==> src/rtl/access_log_line_field_parser_macros.svh <==
// assertion macros for the access log line parser
`ifndef ACCESS_LOG_LINE_FIELD_PARSER_MACROS_SVH
`define ACCESS_LOG_LINE_FIELD_PARSER_MACROS_SVH

`ifndef SYNTHESIS
// same-cycle implication, clocked on clk, off during reset
`define ALFP_ASSERT_IMP(lbl, ante, cons) \
	lbl: assert property (@(posedge clk) disable iff (!arst_n) (ante) |-> (cons)) \
		else $error("assertion failed");
// next-cycle implication
`define ALFP_ASSERT_NXT(lbl, ante, cons) \
	lbl: assert property (@(posedge clk) disable iff (!arst_n) (ante) |=> (cons)) \
		else $error("assertion failed");
`else
`define ALFP_ASSERT_IMP(lbl, ante, cons)
`define ALFP_ASSERT_NXT(lbl, ante, cons)
`endif

`endif

==> src/rtl/alfp_pkg.sv <==
// types, byte codes and match functions of the access log line parser
`default_nettype none
package alfp_pkg;

	localparam int BODY_W = 32;
	localparam int BODY_X_W = BODY_W + 4;

	localparam logic [3:0] FIELD_ADDR   = 4'd0;
	localparam logic [3:0] FIELD_USER   = 4'd1;
	localparam logic [3:0] FIELD_TIME   = 4'd2;
	localparam logic [3:0] FIELD_REQ    = 4'd3;
	localparam logic [3:0] FIELD_STATUS = 4'd4;
	localparam logic [3:0] FIELD_BODY   = 4'd5;
	localparam logic [3:0] FIELD_REF    = 4'd6;
	localparam logic [3:0] FIELD_AGENT  = 4'd7;
	localparam logic [3:0] FIELD_FWD    = 4'd8;

	localparam logic [7:0] CH_ZERO   = 8'd48;
	localparam logic [7:0] CH_NINE   = 8'd57;
	localparam logic [7:0] CH_COLON  = 8'd58;
	localparam logic [7:0] CH_A      = 8'd97;
	localparam logic [7:0] CH_F      = 8'd102;
	localparam logic [7:0] CH_DOT    = 8'd46;
	localparam logic [7:0] CH_SPACE  = 8'd32;
	localparam logic [7:0] CH_LBRACK = 8'd91;
	localparam logic [7:0] CH_RBRACK = 8'd93;
	localparam logic [7:0] CH_QUOTE  = 8'd34;
	localparam logic [7:0] CH_DASH   = 8'd45;

	localparam logic [2:0] STATUS_DIGITS = 3'd3;

	typedef enum logic [2:0] {
		PH_LEAD   = 3'd0,
		PH_RUN    = 3'd1,
		PH_INSIDE = 3'd2,
		PH_PRE    = 3'd3,
		PH_DASH   = 3'd4
	} phase_t;

	typedef struct packed {
		logic [3:0]        field;
		phase_t            phase;
		logic              failed;
		logic              complete;
		logic [9:0]        status_acc;
		logic [2:0]        status_cnt;
		logic [BODY_W-1:0] body;
		logic              body_ovf;
	} state_t;

	localparam state_t STATE_RESET = '{
		field: FIELD_ADDR, phase: PH_LEAD, failed: 1'b0, complete: 1'b0,
		status_acc: '0, status_cnt: '0, body: '0, body_ovf: 1'b0
	};

	typedef struct packed {
		logic        in_value;
		logic [3:0]  value_field;
		logic        field_done;
		logic [3:0]  done_field;
		logic        line_end;
		logic        line_ok;
		logic [9:0]  status_value;
		logic [31:0] body_bytes;
		logic        body_saturated;
	} result_t;

	function automatic logic is_digit(input logic [7:0] b);
		return (b >= CH_ZERO) && (b <= CH_NINE);
	endfunction

	function automatic logic is_wrapped(input logic [3:0] f);
		return (f == FIELD_TIME) || (f == FIELD_REQ) || (f == FIELD_REF) ||
			(f == FIELD_AGENT) || (f == FIELD_FWD);
	endfunction

	function automatic logic run_match(input logic [3:0] f, input logic [7:0] b);
		logic m;
		if (f == FIELD_ADDR) begin
			m = ((b >= CH_ZERO) && (b <= CH_COLON)) || (b == CH_DOT) ||
				((b >= CH_A) && (b <= CH_F));
		end else if (f == FIELD_USER) begin
			m = (b != CH_SPACE);
		end else begin
			m = is_digit(b);
		end
		return m;
	endfunction

endpackage
`default_nettype wire

==> src/rtl/alfp_step.sv <==
// per-byte next-state and result logic of the parser
`default_nettype none
module alfp_step
	import alfp_pkg::*;
(
	input  state_t      cur,
	input  logic [7:0]  line_byte,
	input  logic        last_byte,
	output state_t      nxt,
	output result_t     res
);

	logic [7:0]          diff;
	logic [3:0]          d;
	logic [3:0]          f;
	logic [7:0]          open_ch;
	logic [7:0]          close_ch;
	logic                do_run;
	logic                do_finish;
	logic [13:0]         st_x;
	logic [BODY_X_W-1:0] body_x;
	logic [BODY_X_W-1:0] body_max_x;
	logic [63:0]         body_wide;

	assign diff = line_byte - CH_ZERO;
	assign d = diff[3:0];
	assign f = cur.field;
	assign open_ch = (f == FIELD_TIME) ? CH_LBRACK : CH_QUOTE;
	assign close_ch = (f == FIELD_TIME) ? CH_RBRACK : CH_QUOTE;

	// x*10 + d as shift-add
	assign st_x = (14'(cur.status_acc) << 3) + (14'(cur.status_acc) << 1) + 14'(d);
	assign body_x = (BODY_X_W'(cur.body) << 3) + (BODY_X_W'(cur.body) << 1)
		+ BODY_X_W'(d);
	assign body_max_x = BODY_X_W'({BODY_W{1'b1}});

	always_comb begin
		nxt = cur;
		res = '0;
		do_run = 1'b0;
		do_finish = 1'b0;
		if (!cur.failed && !cur.complete) begin
			if (f > FIELD_FWD) begin
				nxt.failed = 1'b1;
			end else if (is_wrapped(f)) begin
				if (cur.phase == PH_INSIDE) begin
					if (line_byte == close_ch) begin
						do_finish = 1'b1;
					end else begin
						res.in_value = 1'b1;
						res.value_field = f;
					end
				end else if (line_byte == open_ch) begin
					nxt.phase = PH_INSIDE;
				end else if (line_byte != CH_SPACE) begin
					nxt.failed = 1'b1;
				end
			end else if (cur.phase == PH_RUN) begin
				if (run_match(f, line_byte)) begin
					do_run = 1'b1;
				end else begin
					do_finish = 1'b1;
				end
			end else if ((cur.phase == PH_PRE || cur.phase == PH_DASH) &&
					line_byte == CH_DASH) begin
				nxt.phase = PH_DASH;
			end else if (line_byte == CH_SPACE) begin
				if (cur.phase == PH_DASH) begin
					nxt.phase = PH_LEAD;
				end
			end else if (run_match(f, line_byte)) begin
				do_run = 1'b1;
			end else begin
				nxt.failed = 1'b1;
			end
		end

		if (do_run) begin
			res.in_value = 1'b1;
			res.value_field = f;
			nxt.phase = PH_RUN;
			if (f == FIELD_STATUS) begin
				if (cur.status_cnt < STATUS_DIGITS) begin
					nxt.status_acc = st_x[9:0];
				end
				if (cur.status_cnt <= STATUS_DIGITS) begin
					nxt.status_cnt = cur.status_cnt + 3'd1;
				end
			end else if (f == FIELD_BODY) begin
				if (body_x > body_max_x) begin
					nxt.body = '1;
					nxt.body_ovf = 1'b1;
				end else begin
					nxt.body = body_x[BODY_W-1:0];
				end
			end
			if (last_byte) begin
				do_finish = 1'b1;
			end
		end

		// digit count is checked after this byte's digit is taken
		if (do_finish) begin
			if (f == FIELD_STATUS && nxt.status_cnt != STATUS_DIGITS) begin
				nxt.failed = 1'b1;
			end else begin
				res.field_done = 1'b1;
				res.done_field = f;
				if (f == FIELD_FWD) begin
					nxt.complete = 1'b1;
				end else begin
					nxt.field = f + 4'd1;
					nxt.phase = (f == FIELD_ADDR) ? PH_PRE : PH_LEAD;
				end
			end
		end

		body_wide = 64'(nxt.body);
		if (last_byte) begin
			res.line_end = 1'b1;
			res.line_ok = nxt.complete && !nxt.failed;
			if (res.line_ok) begin
				res.status_value = nxt.status_acc;
				res.body_bytes = body_wide[31:0];
				res.body_saturated = nxt.body_ovf;
			end
			nxt = STATE_RESET;
		end
	end

endmodule
`default_nettype wire

==> src/rtl/access_log_line_field_parser.sv <==
// top level: input register, line state and result register of the parser
// the result passes the input register, then the result register, and is held there until taken
// throughput: one byte per cycle unless out_ready holds a full result register, set by the combinational state update
// the input register refills while a result waits, stalling only when both are full
// reset: arst_n clears valids and returns the line state to the client address field
`default_nettype none
`include "access_log_line_field_parser_macros.svh"
module access_log_line_field_parser
	import alfp_pkg::*;
(
	input  logic        clk,
	input  logic        arst_n,
	input  logic        in_valid,
	output logic        in_ready,
	input  logic [7:0]  line_byte,
	input  logic        last_byte,
	output logic        out_valid,
	input  logic        out_ready,
	output logic        in_value,
	output logic [3:0]  value_field,
	output logic        field_done,
	output logic [3:0]  done_field,
	output logic        line_end,
	output logic        line_ok,
	output logic [9:0]  status_value,
	output logic [31:0] body_bytes,
	output logic        body_saturated
);

	logic       v_s1;
	logic [7:0] byte_s1;
	logic       last_s1;
	state_t     state_q;
	state_t     state_nxt;
	result_t    res_nxt;
	result_t    res_s2;
	logic       v_s2;
	logic       adv;
	logic       load;

	assign adv = !v_s2 || out_ready;
	assign load = v_s1 && adv;
	assign in_ready = !v_s1 || adv;

	alfp_step u_step (
		.cur      (state_q),
		.line_byte(byte_s1),
		.last_byte(last_s1),
		.nxt      (state_nxt),
		.res      (res_nxt)
	);

	always_ff @(posedge clk or negedge arst_n) begin
		if (!arst_n) begin
			v_s1 <= 1'b0;
			v_s2 <= 1'b0;
			state_q <= STATE_RESET;
		end else begin
			if (in_ready) begin
				v_s1 <= in_valid;
			end
			if (adv) begin
				v_s2 <= v_s1;
			end
			if (load) begin
				state_q <= state_nxt;
			end
		end
	end

	// payload registers
	always_ff @(posedge clk) begin
		if (in_valid && in_ready) begin
			byte_s1 <= line_byte;
			last_s1 <= last_byte;
		end
		if (load) begin
			res_s2 <= res_nxt;
		end
	end

	assign out_valid = v_s2;
	assign in_value = res_s2.in_value;
	assign value_field = res_s2.value_field;
	assign field_done = res_s2.field_done;
	assign done_field = res_s2.done_field;
	assign line_end = res_s2.line_end;
	assign line_ok = res_s2.line_ok;
	assign status_value = res_s2.status_value;
	assign body_bytes = res_s2.body_bytes;
	assign body_saturated = res_s2.body_saturated;

	`ALFP_ASSERT_IMP(a_empty_out_ready, !v_s2, in_ready)
	`ALFP_ASSERT_IMP(a_ok_only_at_end, v_s2 && line_ok, line_end)
	`ALFP_ASSERT_IMP(a_zero_unless_ok, v_s2 && !line_ok,
		status_value == 10'd0 && body_bytes == 32'd0 && !body_saturated)
	`ALFP_ASSERT_NXT(a_line_clears, load && res_nxt.line_end, state_q == STATE_RESET)

endmodule
`default_nettype wire

==> config.mk <==
export PLATFORM = sky130hd
export DESIGN_NAME = access_log_line_field_parser
export DESIGN_NICKNAME = d
export VERILOG_FILES = /design/src/rtl/alfp_pkg.sv /design/src/rtl/alfp_step.sv /design/src/rtl/access_log_line_field_parser.sv
export VERILOG_INCLUDE_DIRS = /design/src /design/src/rtl
export SDC_FILE = /design/constraint.sdc
export NUM_CORES = 1
export LEC_CHECK = 0
export ABC_AREA = 1
export BUFFER_PORTS_ARGS = -buffer_cell sky130_fd_sc_hd__buf_4
export CORE_MARGIN = 5
export CORE_UTILIZATION = 59
export CTS_CLUSTER_SIZE = 28
export DETAILED_ROUTE_END_ITERATION = 8
export PLACE_DENSITY = 0.79
export SLEW_MARGIN = 20
export SYNTH_ARGS = -nofsm -noshare
export SYNTH_HDL_FRONTEND = slang
export SYNTH_SLANG_ARGS = --single-unit
==> constraint.sdc <==
create_clock -name clk -period 4 [get_ports clk]
set_clock_uncertainty 0.2 [all_clocks]
set_input_delay 0.2 -clock clk [delete_from_list [all_inputs] [get_ports clk]]
set_output_delay 0.2 -clock clk [all_outputs]
set_load 0.01 [all_outputs]
==> results of run 1 <==
## cell usage in the layout (no fill, tap or decap), types with 6 or more instances in the layout
| cell | Yosys | routed |
|---|---|---|
| dfrtp_1 | 57 | 57 |
| nand2_1 | 230 | 230 |
| nand3_1 | 45 | 45 |
| a21oi_1 | 61 | 61 |
| xnor2_1 | 22 | 22 |
| nor3_1 | 32 | 32 |
| buf_4 | 2 | 80 |
| a21o_1 | 6 | 6 |
| nor2_1 | 67 | 67 |
| o21ai_1 | 3 | 8 |
| edfxtp_1 | 64 | 64 |
| o22ai_1 | 35 | 35 |
| ha_1 | 82 | 82 |
| nor3_2 | 29 | 29 |
| nand4_1 | 16 | 16 |
| dlygate4sd3_1 | 0 | 14 |
| clkbuf_16 | 0 | 17 |
| inv_1 | 90 | 89 |
| o21ai_0 | 78 | 73 |
| xor2_1 | 12 | 12 |
## timing repair
| action | 4_1_cts | 5_1_grt |
|---|---|---|
| endpoints found under the setup margin | 0 | 26 |
| setup buffers | 0 | 0 |
| hold endpoints to repair | 68 | 0 |
| hold buffers | 14 | 0 |
| resized for setup | 0 | 6 |
## through the flow
step / utilization [%] / cell area, um2 / worst slack [ns]
after global placement: 66.1 / 9250 / 0.289
after floorplan: - / 8510 / 0.456
after detailed placement: 66.1 / 9250 / 0.132
after global routing: 71.8 / 10000 / 0.130
after CTS: 71.7 / 10000 / 0.0946
final: 71.8 / 10000 / 0.315
## state kept, by name (all words and copies together), names as in the netlist, 4 cells and up
name	cells
byte_s1	8
status_value	10
value_field	4
state_q	55
done_field	4
body_bytes	32
## routing by layer
layer | vias up | part of all wire [%] | global-route usage, %
li1 | 3686 | - | -
met1 | 3616 | 41 | 35.8
met2 | 383 | 48 | 47.3
met3 | 63 | 8.2 | 6.14
met4 | 0 | 2.6 | 11.4
met5 | - | 0 | 0
## layout make-up
| type | instances | area (um2) |
|---|---|---|
| Clock inverter | 7 | 138 |
| Inverter | 97 | 364 |
| Clock buffer | 25 | 505 |
| Sequential cell | 121 | 3350 |
| Timing Repair Buffer | 97 | 801 |
| Fill cell | 1070 | 3950 |
| Multi-Input combinational cell | 767 | 4660 |
| Tap cell | 180 | 225 |
## cell families (layout without fill, tap and decap cells)
| logic type | after synthesis | in the layout | share of synthesized area (%) |
|---|---|---|---|
| xor gates and xnor gates | 34 | 34 | 3.50 |
| buffers and inverters | 122 | 226 | 6.01 |
| AOI/OAI and AO/OA | 205 | 205 | 13.5 |
| adders and majority gates | 86 | 86 | 13.0 |
| and+or+nand+nor | 442 | 442 | 24.6 |
| DFF | 121 | 121 | 39.3 |
## power by group through the flow
stage               clock network (mW)  registers, mW  logic [mW]
finish                            1.68           1.50        1.07
global placement                     0           1.51        1.03
floorplan                            0           1.54       0.696
CTS                               1.68           1.49        1.06
detailed placement                   0           1.51        1.04
global route                      1.74           1.50        1.15
## final timing paths
kind	start	end	slack [ns]
setup / recovery	byte_s1[3]$_DFFE_PP_	body_bytes[29]$_SDFFCE_PN0P_	0.32
max in group asynchronous	arst_n	v_s1$_DFFE_PN0N_	2.86
hold / removal	arst_n	state_q[29]$_DFFE_PN0P_	0.19
min in group clk	line_byte[7]	byte_s1[7]$_DFFE_PP_	0.29
setup reg to reg	byte_s1[3]$_DFFE_PP_	body_bytes[29]$_SDFFCE_PN0P_	0.32
hold reg to reg	state_q[45]$_DFFE_PN0P_	state_q[45]$_DFFE_PN0P_	0.29
==> summary.md, run 1 <==
| Metric | Value |
|---|---|
| Count leader, synth | nand2_1 |
| CTS root buf | clkbuf_16 |
| Antenna viol nets, final | 0 |
| Total Routing Usage GR | 28.3% |
| First-pass GRT wire length | ~37 mm |
| Most frequent CP cell | nand2_1 |
| Syn Nets | about 1100 |
| Placed cell count | 1248 |
| Final setup violation count | 0 |
| Netlist cell types | between 40 and 50 |
| Worst VDD drop | about 0.00039 V |
| Setup_tns | 0 ns |
| Die Width | approximately 130 um |
| Worst-path fanout max | 26 |
| Sequential share of the synthesized area | 39.3% |
| Ys async rst share | between 40 and 50% |
| H-tree levels | 4 |
| Leading post-synthesis cells by cell area | edfxtp_1, dfrtp_1, ha_1 |
| #FFs+latches synth | around 120 |
| Final hold vios | 0 |
| Vias in the first global route | between 7000 and 8000 |
| Avg WL per Cell | ~18 um |
| Nets | 1200 |
| YS warnings | 0 |
| Synth cell count leaders | nand2_1, inv_1, ha_1 |
| Initial drt markers | about 760 |
| RSZ-0062 raised after global routing | false |
| CTS tree | done |
| Number of flops mapped to enable cells by yosys | between 60 and 70 |
| Detailed Routing Iterations Pass 1 | 5 |
| Worst Path Class, Setup | reg -> reg |
| Final count of pins violating max slew | 0 |
| Critical Path, Cell by Cell | fa_1 -> fa_1 -> nand3_1 -> nand2_1 -> a21oi_1 -> o21ai_1 -> nand3b_1 -> nand2_1 -> nand2_1 -> nand2_1 -> nor2_2 -> nand2_4 -> o21ai_0 -> nor3_2 |
| Area share of the largest cell type after synthesis | 22.6% |
| Power share of the combinational group | around 25% |
| Share of cells above drive strength 1 | approximately 15% |
| Sequential Power Share | between 30% and 40% |
| Final period utilization | just over 90% |
| Cell Rows | 43 |
| Slowest CP cell | fa_1 |
| Relative slew slack | approximately 46% |
| CP peak stage delay | between 0.5 and 0.6 ns |
| GPL Wtd Cong | roughly 1 |
| Pwr per Cell Area | 423 mW/mm2 |
| Reg2reg path depth | 14 |
| Vias | ~7700 |
| Cells after synthesis | slightly above 1000 |
| Worst Path Arrival | 3.67 ns |
| Total gr overflow | 0 |
| Drt total wl | ~23 mm |
| Max Clk Rate | around 270 MHz |
| Number of max-cap violations | 0 |
| Minimum clock period after layout | around 3.7 ns |
| Most used DFF post-synth | edfxtp_1 |
| Switching Share | between 30% and 40% |
| Worst skew pair latency | 0.43 ns |
| Leak | 4.47 nW |
| Pwr Total | 4.25 mW |
| Worst Hold Slack | 0.186 ns |
| Internal Pwr Total | 2.87 mW |
| Switching Power | approximately 1.4 mW |
| HP Class | in -> async |
| Worst-Margin Slew | around 0.8 ns |
| Largest net degree at the start of global routing | 71 |
| Antenna violations before repair | 0 |
| I/O pin cnt | 70 |
| Setup crit end kind | flip-flop |
| Mean post-synth cell area | between 8 and 9 um2 |
| Clock Power Share | roughly two fifths |
| Reg clk slew, reported paths | ~0.060 ns |
| Final HPWL DP | roughly 16 mm |
| Mapped cell area | between 0.008 and 0.009 mm2 |
| Worst path depth | 14 |
| Status | finished, final reports clean |
| Die Area | around 0.017 mm2 |
| # diodes | 0 |
| Via-to-Cell Ratio | between 5 and 6 |
| Die height | 130 um |
| CP delay by family, top | adder cells |
| Cts bufs inserted | 17 |
| Leading area contributor after synthesis | edfxtp_1 |
| Core ar. | 0.0140 mm2 |
| Initial Util | between 60 and 70% |
| Bufs and invs on worst path | 0 |
| Area Growth Syn to Fin | 17.9% |
| Bufs on Longest Clock Path | 2 |
| Port bufs | 69 |
| CP Launch Type | flip-flop |
| DRC Markers | 0 |
| Clock Sink Count | between 100 and 150 |
| Final cell count without fillers | between 1000 and 1500 |
| Req. time, crit path | 3.98 ns |
(Power assumes the default switching activity.)
==> run 2: changes to the inputs <==
--- a/config.mk
+++ b/config.mk
@@ -6,14 +6,15 @@
 export SDC_FILE = /design/constraint.sdc
 export NUM_CORES = 1
 export LEC_CHECK = 0
-export ABC_AREA = 1
 export BUFFER_PORTS_ARGS = -buffer_cell sky130_fd_sc_hd__buf_4
 export CORE_MARGIN = 5
 export CORE_UTILIZATION = 59
 export CTS_CLUSTER_SIZE = 28
 export DETAILED_ROUTE_END_ITERATION = 8
 export PLACE_DENSITY = 0.79
+export RECOVER_POWER = 25
 export SLEW_MARGIN = 20
 export SYNTH_ARGS = -nofsm -noshare
 export SYNTH_HDL_FRONTEND = slang
+export SYNTH_HIERARCHICAL = 1
 export SYNTH_SLANG_ARGS = --single-unit
==> run 2 against run 1 <==
  * The flow now finishes with violations (capacitance limit, slew limit)
  * Flip-flop and latch count unchanged
  * Routed wire length down 11%
  * Register-to-register slack worse by 0.31 ns
  * Worst hold slack better by 0.12 ns
  * First-iteration DRC count down 49%
  * Die area up 0.23%
  * Highest routed layer unchanged
==> summary.md, run 2 <==
| Metric | Value |
|---|---|
| I/O pin cnt | 70 (unchanged) |
| Clock Sink Count | 121 (unchanged) |
| Via-to-Cell Ratio | 6.03 (+0.72%) |
| Total Routing Usage GR | 25.3% (-3.0 points) |
| Reg clk slew, reported paths | 0.06 ns (about the same) |
| Total gr overflow | 0 (unchanged) |
| CP endpoint | state_q[19]$_DFFE_PN0P_ |
| Most frequent cells in the layout | nor2_1, buf_4, ha_1, edfxtp_1, dfrtp_1 |
| Pwr per Cell Area | 347 mW/mm2 (-18%) |
| Mux cell area share after synthesis | 10.7% (+11 points) |
| Worst path depth | 14 (unchanged) |
| Setup crit end kind | flip-flop |
| Reg2reg path depth | 14 (unchanged) |
| RSZ-0062 raised after global routing | true |
| Synth cell count leaders | nor2_1, ha_1, edfxtp_1 |
| Minimum clock period after layout | 4.00 ns (+0.312 ns) |
| Setup_tns | 0 ns (unchanged) |
| DRC Markers | 0 (unchanged) |
| Largest family of logic cells by synthesized area | simple AND/OR/NAND/NOR gates |
| Max Clk Rate | 250 MHz (-7.8%) |
| YS warnings | 6 (+6) |
| Commonest non-fill, non-tap cell in the layout | nor2_1 |
| Most used DFF post-synth | edfxtp_1 |
| Most flops, register | state_q |
| Die Width | 130 um (+0.12%) |
| Avg WL per Cell | 18.4 um (+2.2%) |
| Bufs on Longest Clock Path | 2 (unchanged) |
| Share of cells above drive strength 1 | 24.9% (+10 points) |
| Core ar. | 0.0144 mm2 (+2.7%) |
| Mapped cell area | 0.00853 mm2 (+0.25%) |
| Netlist cell types | 75 (+63%) |
| Critical Path, Cell by Cell | ha_1 -> ha_1 -> nand2_1 -> or3_1 -> a2bb2oi_1 -> a31oi_1 -> buf_4 -> o21ai_0 -> a211o_1 -> nor4b_4 -> buf_6 -> buf_12 -> a211oi_1 -> mux2_4 |
| Final period utilization | 99.9% (+7.8 points) |
| Worst skew pair latency | 0.43 ns (about the same) |
| Relative slew slack | -3.22% (-50 points) |
| Area Growth Syn to Fin | 21.0% |
| Slowest CP cell | dfrtp_1 |
| H-tree levels | 4 (unchanged) |
| Count leader, synth | nor2_1 |
| Bufs and invs on worst path | 3 (+3) |
| Antenna violations before repair | 0 (unchanged) |
| Die height | 130 um (+0.12%) |
| Die Area | 0.0170 mm2 (+0.23%) |
| Number of max-cap violations | 1 (+1) |
| Worst VDD drop | 0.000295 V (-24%) |
| Status | complete, but fails checks |
| CP Launch Type | flip-flop |
| Setup slack, reg-to-reg | 0.003 ns (-0.31 ns) |
| CTS tree | done |
| Reg-to-Reg End | state_q[19]$_DFFE_PN0P_ |
| Final HPWL DP | 14.1 mm (-13%) |
| Worst Setup SP | state_q[18]$_DFFE_PN0P_ |
| Antenna viol nets, final | 0 (unchanged) |
| Syn Nets | 921 (-17%) |
| Detailed Routing Iterations Pass 1 | 5 (unchanged) |
| Cts bufs inserted | 17 (unchanged) |
| Vias in the first global route | 7062 (-8.2%) |
| CTS root buf | clkbuf_16 |
| GPL Wtd Cong | 0.889 (-11%) |
| Leak | 4.64 nW (+3.8%) |
| First-pass GRT wire length | 34.0 mm (-9.1%) |
| Number of flops mapped to enable cells by yosys | 64 (unchanged) |
| Simple-gate portion of the synthesized area | 15.8% (-8.8 points) |
| Leading area contributor after synthesis | edfxtp_1 |
| CP peak stage delay | 0.42 ns (-0.12 ns) |
| Mean post-synth cell area | 10.4 um2 (+23%) |
| Vias | 6815 (-12%) |
| Final count of pins violating max slew | 58 (+58) |
| Initial Util | 59.4% (-1.5 points) |
| Synth Area in Compound Gates | 14.3% (+0.76 points) |
| Initial drt markers | 389 (-49%) |
| # diodes | 0 (unchanged) |
| Area share of the largest cell type after synthesis | 22.5% (-0.056 points) |
| Placed cell count | 1077 (-14%) |
| Leading post-synthesis cells by cell area | edfxtp_1, dfrtp_1, ha_1 |
| Final cell count without fillers | 1130 (-13%) |
| #FFs+latches synth | 121 (unchanged) |
| HP Class | reg -> reg |
| Sequential share of the synthesized area | 39.2% (-0.098 points) |
| Port bufs | 69 (unchanged) |
| Worst Path Class, Setup | reg -> reg |
| Drt total wl | 20.8 mm (-11%) |
| Most frequent CP cell | ha_1 |
| Nets | 1032 (-14%) |
| Req. time, crit path | 4.12 ns (+0.14 ns) |
| Synth Area in Adders | 13.0% (-0.032 points) |
| Worst-path fanout max | 15 (-42%) |
| Final setup violation count | 0 (unchanged) |
| Ys async rst share | 47.1% (unchanged) |
| Largest net degree at the start of global routing | 58 (-18%) |
| Cells after synthesis | 822 (-19%) |
| Worst Path Arrival | 4.11 ns (+0.44 ns) |
| Failing checks | capacitance limit, slew limit |
| Xor/xnor share of the synthesized area | 3.59% (+0.094 points) |
| Final hold vios | 0 (unchanged) |
| Worst-Margin Slew | 1.55 ns (+0.744 ns) |
| CP delay by family, top | compound AO/OA/AOI/OAI gates |
| Cell Rows | 44 (+2.3%) |
| Worst reg2reg startpoint | state_q[18]$_DFFE_PN0P_ |
| Largest register FFs | 55 (unchanged) |
## run 2: changes by cell type after synthesis, sizes merged, moves of 46 or more
cell   before  now
nor3       62   16
o21ai      83   27
inv        94   24
mux2        0   56
nand2     234   42
nor2       72  124
## run 2: worst register-to-register path, delay by kind of cell (launching register included)
kind,cells,cell delay [ns]
and+or+nand+nor,3,0.83
adders and majority gates,2,0.73
muxes,1,0.28
DFF,1,0.42
buffers and inverters,3,0.48
AOI/OAI and AO/OA,5,0.94
## run 2: through the flow
| stage | power, mW | setup slack [ns] | utilization, % | hold slack [ns] | area [um2] |
|---|---|---|---|---|---|
| 2_1_floorplan | 1.86 | 0.0407 | - | -0.296 | 8530 |
| 3_3_place_gp | 2.04 | -0.00159 | 65.5 | 0.117 | 9420 |
| 3_5_place_dp | 2.05 | -0.0510 | 65.5 | 0.129 | 9420 |
| 4_1_cts | 3.58 | 0.0103 | 70.9 | 0.220 | 10200 |
| 5_1_grt | 3.72 | -0.126 | 71.8 | 0.316 | 10300 |
| 6_report | 3.58 | 0.00318 | 71.8 | 0.305 | 10300 |
## run 2: report_power, final
part / total [mW] / internal, mW / switching, mW
clock network: 1.51 / 0.973 / 0.540
logic: 0.599 / 0.244 / 0.355
registers: 1.47 / 1.39 / 0.0717
## run 2: layer usage
metal  global-route usage, %  wire (um)  up-vias
met5                       0          0        -
met4                    9.17        391        0
met3                    6.02       1130       41
met2                    43.3      10400      193
met1                    31.2       8890     3321
li1                        -          -     3260
## run 2: what timing repair did
action                                  CTS  global route
buffers inserted                          6             1
pin swaps                                 4            11
hold buffers                             13             0
resized for setup                         3            21
endpoints found under the setup margin   32            34
cloned                                    0             1
endpoints found under the hold margin    68             0
## run 2: worst min-delay path by stage
| stage | cells after the start | slack (ns) | end | start |
|---|---|---|---|---|
| floorplan | 0 | -0.30 | out_valid$_DFFE_PN0P_ | arst_n |
| global placement | 1 | 0.12 | state_q[49]$_DFFE_PN0P_ | arst_n |
| detailed placement | 1 | 0.13 | state_q[48]$_DFFE_PN0P_ | arst_n |
| CTS | 2 | 0.22 | state_q[48]$_DFFE_PN0P_ | arst_n |
| global route | 2 | 0.32 | byte_s1[1]$_DFFE_PP_ | line_byte[1] |
| finish | 1 | 0.31 | state_q[0]$_DFFE_PN0P_ | state_q[0]$_DFFE_PN0P_ |
## run 2: final cells by class
class,instances,area (um2)
Multi-Input combinational cell,640,5040
Timing Repair Buffer,129,1040
Fill cell,1033,4050
Tap cell,184,230
Inverter,24,90.1
Clock inverter,9,126
Sequential cell,121,3350
Clock buffer,23,448
## run 2: kinds of logic (layout without fill, tap and decap cells)
logic type | Yosys count | after routing
fa+ha+maj | 86 | 86
flops | 121 | 121
compound gates | 181 | 181
xor+xnor | 35 | 35
buf+inv | 61 | 185
simple gates | 268 | 268
mux | 70 | 70
==> run 3: changes to the inputs <==
--- a/config.mk
+++ b/config.mk
@@ -12,7 +12,7 @@
 export CTS_CLUSTER_SIZE = 28
 export DETAILED_ROUTE_END_ITERATION = 8
 export PLACE_DENSITY = 0.79
-export RECOVER_POWER = 25
+export RECOVER_POWER = 100
 export SLEW_MARGIN = 20
 export SYNTH_ARGS = -nofsm -noshare
 export SYNTH_HDL_FRONTEND = slang
==> run 3 against run 2 <==
  * The flow still finishes with violations (capacitance limit, slew limit)
  * Final cell count is the same
  * First-iteration DRC count rose by 15%
  * Total power fell by 0.99%
  * Register-to-register slack about the same
  * Clock power about the same
  * Die area is the same
  * Count of clock-buffer cells in the layout is the same
  * Setup slack got worse by 0.0026 ns
  * Critical path type unchanged
==> summary.md, run 3 (same netlist as run 2, synthesis figures left out) <==
| Metric | Value |
|---|---|
| Vias | 6824 (+0.13%) |
| Bufs on Longest Clock Path | 2 (unchanged) |
| Avg WL per Cell | 18.4 um (+0.25%) |
| Total gr overflow | 0 (unchanged) |
| Slowest CP cell | dfrtp_1 |
| Die Width | 130 um (unchanged) |
| Critical Path, Cell by Cell | ha_1 -> ha_1 -> nand2_1 -> or3_1 -> a2bb2oi_1 -> a31oi_1 -> buf_4 -> o21ai_0 -> a211o_1 -> nor4b_4 -> buf_6 -> buf_12 -> a211oi_1 -> mux2_4 |
| Clock Sink Count | 121 (unchanged) |
| Via-to-Cell Ratio | 6.04 (+0.13%) |
| Die height | 130 um (unchanged) |
| Worst-path fanout max | 15 (unchanged) |
| Status | complete, but fails checks |
| Reg clk slew, reported paths | 0.06 ns (about the same) |
| Number of max-cap violations | 2 (+1) |
| Worst hold path endpoint | state_q[0]$_DFFE_PN0P_ |
| Worst-Margin Slew | 1.65 ns (+0.100 ns) |
| First-pass GRT wire length | 34.0 mm (unchanged) |
| Sequential Power Share | 41.4% (+0.4 points) |
| Max Clk Rate | 250 MHz (about the same) |
| Worst VDD drop | 0.000294 V (-0.53%) |
| Failing checks | capacitance limit, slew limit |
| Vias in the first global route | 7062 (unchanged) |
| Reg2reg path depth | 14 (unchanged) |
| Worst reg2reg startpoint | state_q[18]$_DFFE_PN0P_ |
| Final HPWL DP | 14.1 mm (unchanged) |
| Req. time, crit path | 4.11 ns (about the same) |
| CTS root buf | clkbuf_16 |
| Worst skew pair latency | 0.43 ns (about the same) |
| Most frequent CP cell | ha_1 |
| Most flops, register | state_q |
| Commonest non-fill, non-tap cell in the layout | nor2_1 |
| CTS tree | done |
| Pre-CTS WS | -0.0510 ns (unchanged) |
| Power share of the combinational group | 15.9% (-0.8 points) |
| PnR worst setup slack | 0.000604 ns (-0.00258 ns) |
| CP Launch Type | flip-flop |
| CP peak stage delay | 0.42 ns (about the same) |
| # diodes | 0 (unchanged) |
| CP delay by family, top | compound AO/OA/AOI/OAI gates |
| Relative slew slack | -9.92% (-6.7 points) |
| Pwr per Cell Area | 351 mW/mm2 (+1.2%) |
| Area Growth Syn to Fin | 18.4% |
| RSZ-0062 raised after global routing | true |
| Largest net degree at the start of global routing | 58 (unchanged) |
| Post-route cell area | 0.0101 mm2 (-2.1%) |
| Final count of pins violating max slew | 89 (+53%) |
| H-tree levels | 4 (unchanged) |
| Final core occ | 70.3% (-1.5 points) |
| Initial Util | 59.4% (unchanged) |
| Antenna viol nets, final | 0 (unchanged) |
| Setup crit end kind | flip-flop |
| Port bufs | 69 (unchanged) |
| Nets | 1032 (unchanged) |
| Cell Rows | 44 (unchanged) |
| Drt total wl | 20.8 mm (+0.25%) |
| I/O pin cnt | 70 (unchanged) |
| Most frequent cells in the layout | nor2_1, ha_1, clkbuf_1, edfxtp_1, dfrtp_1 |
| Worst Path Class, Setup | reg -> reg |
| Hold Path Depth | 1 (unchanged) |
| Detailed Routing Iterations Pass 1 | 6 (+1) |
| Clock Power Share | 42.7% (+0.4 points) |
| Total Routing Usage GR | 25.3% (unchanged) |
| Worst Hold Slack | 0.306 ns (+0.00100 ns) |
| Hold Path Origin | state_q[0]$_DFFE_PN0P_ |
| Reg-to-Reg End | state_q[19]$_DFFE_PN0P_ |
| Share of cells above drive strength 1 | 18.6% (-6.3 points) |
| Leak | 4.42 nW (-4.8%) |
| GPL Wtd Cong | 0.889 (unchanged) |
| Core ar. | 0.0144 mm2 (unchanged) |
| Initial drt markers | 449 (+15%) |
| Switching Share | 27.2% (+0.22 points) |
| Die Area | 0.0170 mm2 (unchanged) |
| Bufs and invs on worst path | 3 (unchanged) |
| Switching Power | 965 uW (-0.19%) |
| Final setup violation count | 0 (unchanged) |
| DRC Markers | 0 (unchanged) |
| HP Class | reg -> reg |
| Worst Path Arrival | 4.11 ns (about the same) |
| Cts bufs inserted | 17 (unchanged) |
| Post-DP Area | 0.00942 mm2 (unchanged) |
| Final period utilization | 100% (about the same) |
| Internal Pwr Total | 2.58 mW (-1.3%) |
| Minimum clock period after layout | 4.00 ns (+0.00258 ns) |
| Final hold vios | 0 (unchanged) |
| Setup slack, reg-to-reg | 0.0006 ns (about the same) |
| Antenna violations before repair | 0 (unchanged) |
| Largest register FFs | 55 (unchanged) |
run 3: worst max path at each step:
stage	start	to	slack [ns]	depth (start not counted)
after floorplan	byte_s1[3]$_DFFE_PP_	state_q[3]$_DFFE_PN0P_	0.04	12
after global placement	byte_s1[3]$_DFFE_PP_	state_q[24]$_DFFE_PN0P_	-0.002	12
after detailed placement	byte_s1[3]$_DFFE_PP_	state_q[4]$_DFFE_PN0P_	-0.05	12
after CTS	state_q[3]$_DFFE_PN0P_	state_q[19]$_DFFE_PN0P_	0.01	13
after global routing	state_q[18]$_DFFE_PN0P_	state_q[18]$_DFFE_PN0P_	-0.13	14
final	state_q[18]$_DFFE_PN0P_	state_q[19]$_DFFE_PN0P_	0.0006	14
run 3: stage by stage:
| stage | setup TNS, ns | power [mW] | instances |
|---|---|---|---|
| 2_1_floorplan | 0 | 1.86 | 822 |
| 3_3_place_gp | -0.00159 | 2.04 | 1077 |
| 3_5_place_dp | -0.994 | 2.05 | 1077 |
| 4_1_cts | 0 | 3.58 | 1128 |
| 5_1_grt | -3.19 | 3.68 | 1130 |
| 6_report | 0 | 3.54 | 1130 |
run 3: power groups by stage:
stage	registers [mW]	logic (mW)	clock network (mW)
6_report	1.47	0.563	1.51
5_1_grt	1.48	0.609	1.59
4_1_cts	1.47	0.590	1.53
3_5_place_dp	1.49	0.567	0
3_3_place_gp	1.48	0.558	0
2_1_floorplan	1.48	0.377	0
run 3: cell type report:
class | count | area, um2
flip-flops and latches | 121 | 3350
clock buffers | 23 | 448
well taps | 184 | 230
inverters | 24 | 90.1
fillers | 1095 | 4270
multi-input cells | 640 | 5040
clock inverters | 9 | 126
repair buffers | 129 | 823
run 3: routing by layer:
metal / vias up / share of wire (%) / track usage (%)
met1: 3356 / 43 / 31.2
met3: 35 / 5.0 / 6.02
met2: 174 / 50 / 43.3
met5: - / 0 / 0
li1: 3259 / - / -
met4: 0 / 1.8 / 9.17
run 3: repair_timing:
item / CTS / global route
hold endpoints to repair: 68 / 0
cloned: 0 / 1
hold buffers: 13 / 0
resized for setup: 3 / 21
pin swaps: 4 / 11
setup endpoints to repair: 32 / 34
setup buffers: 6 / 1
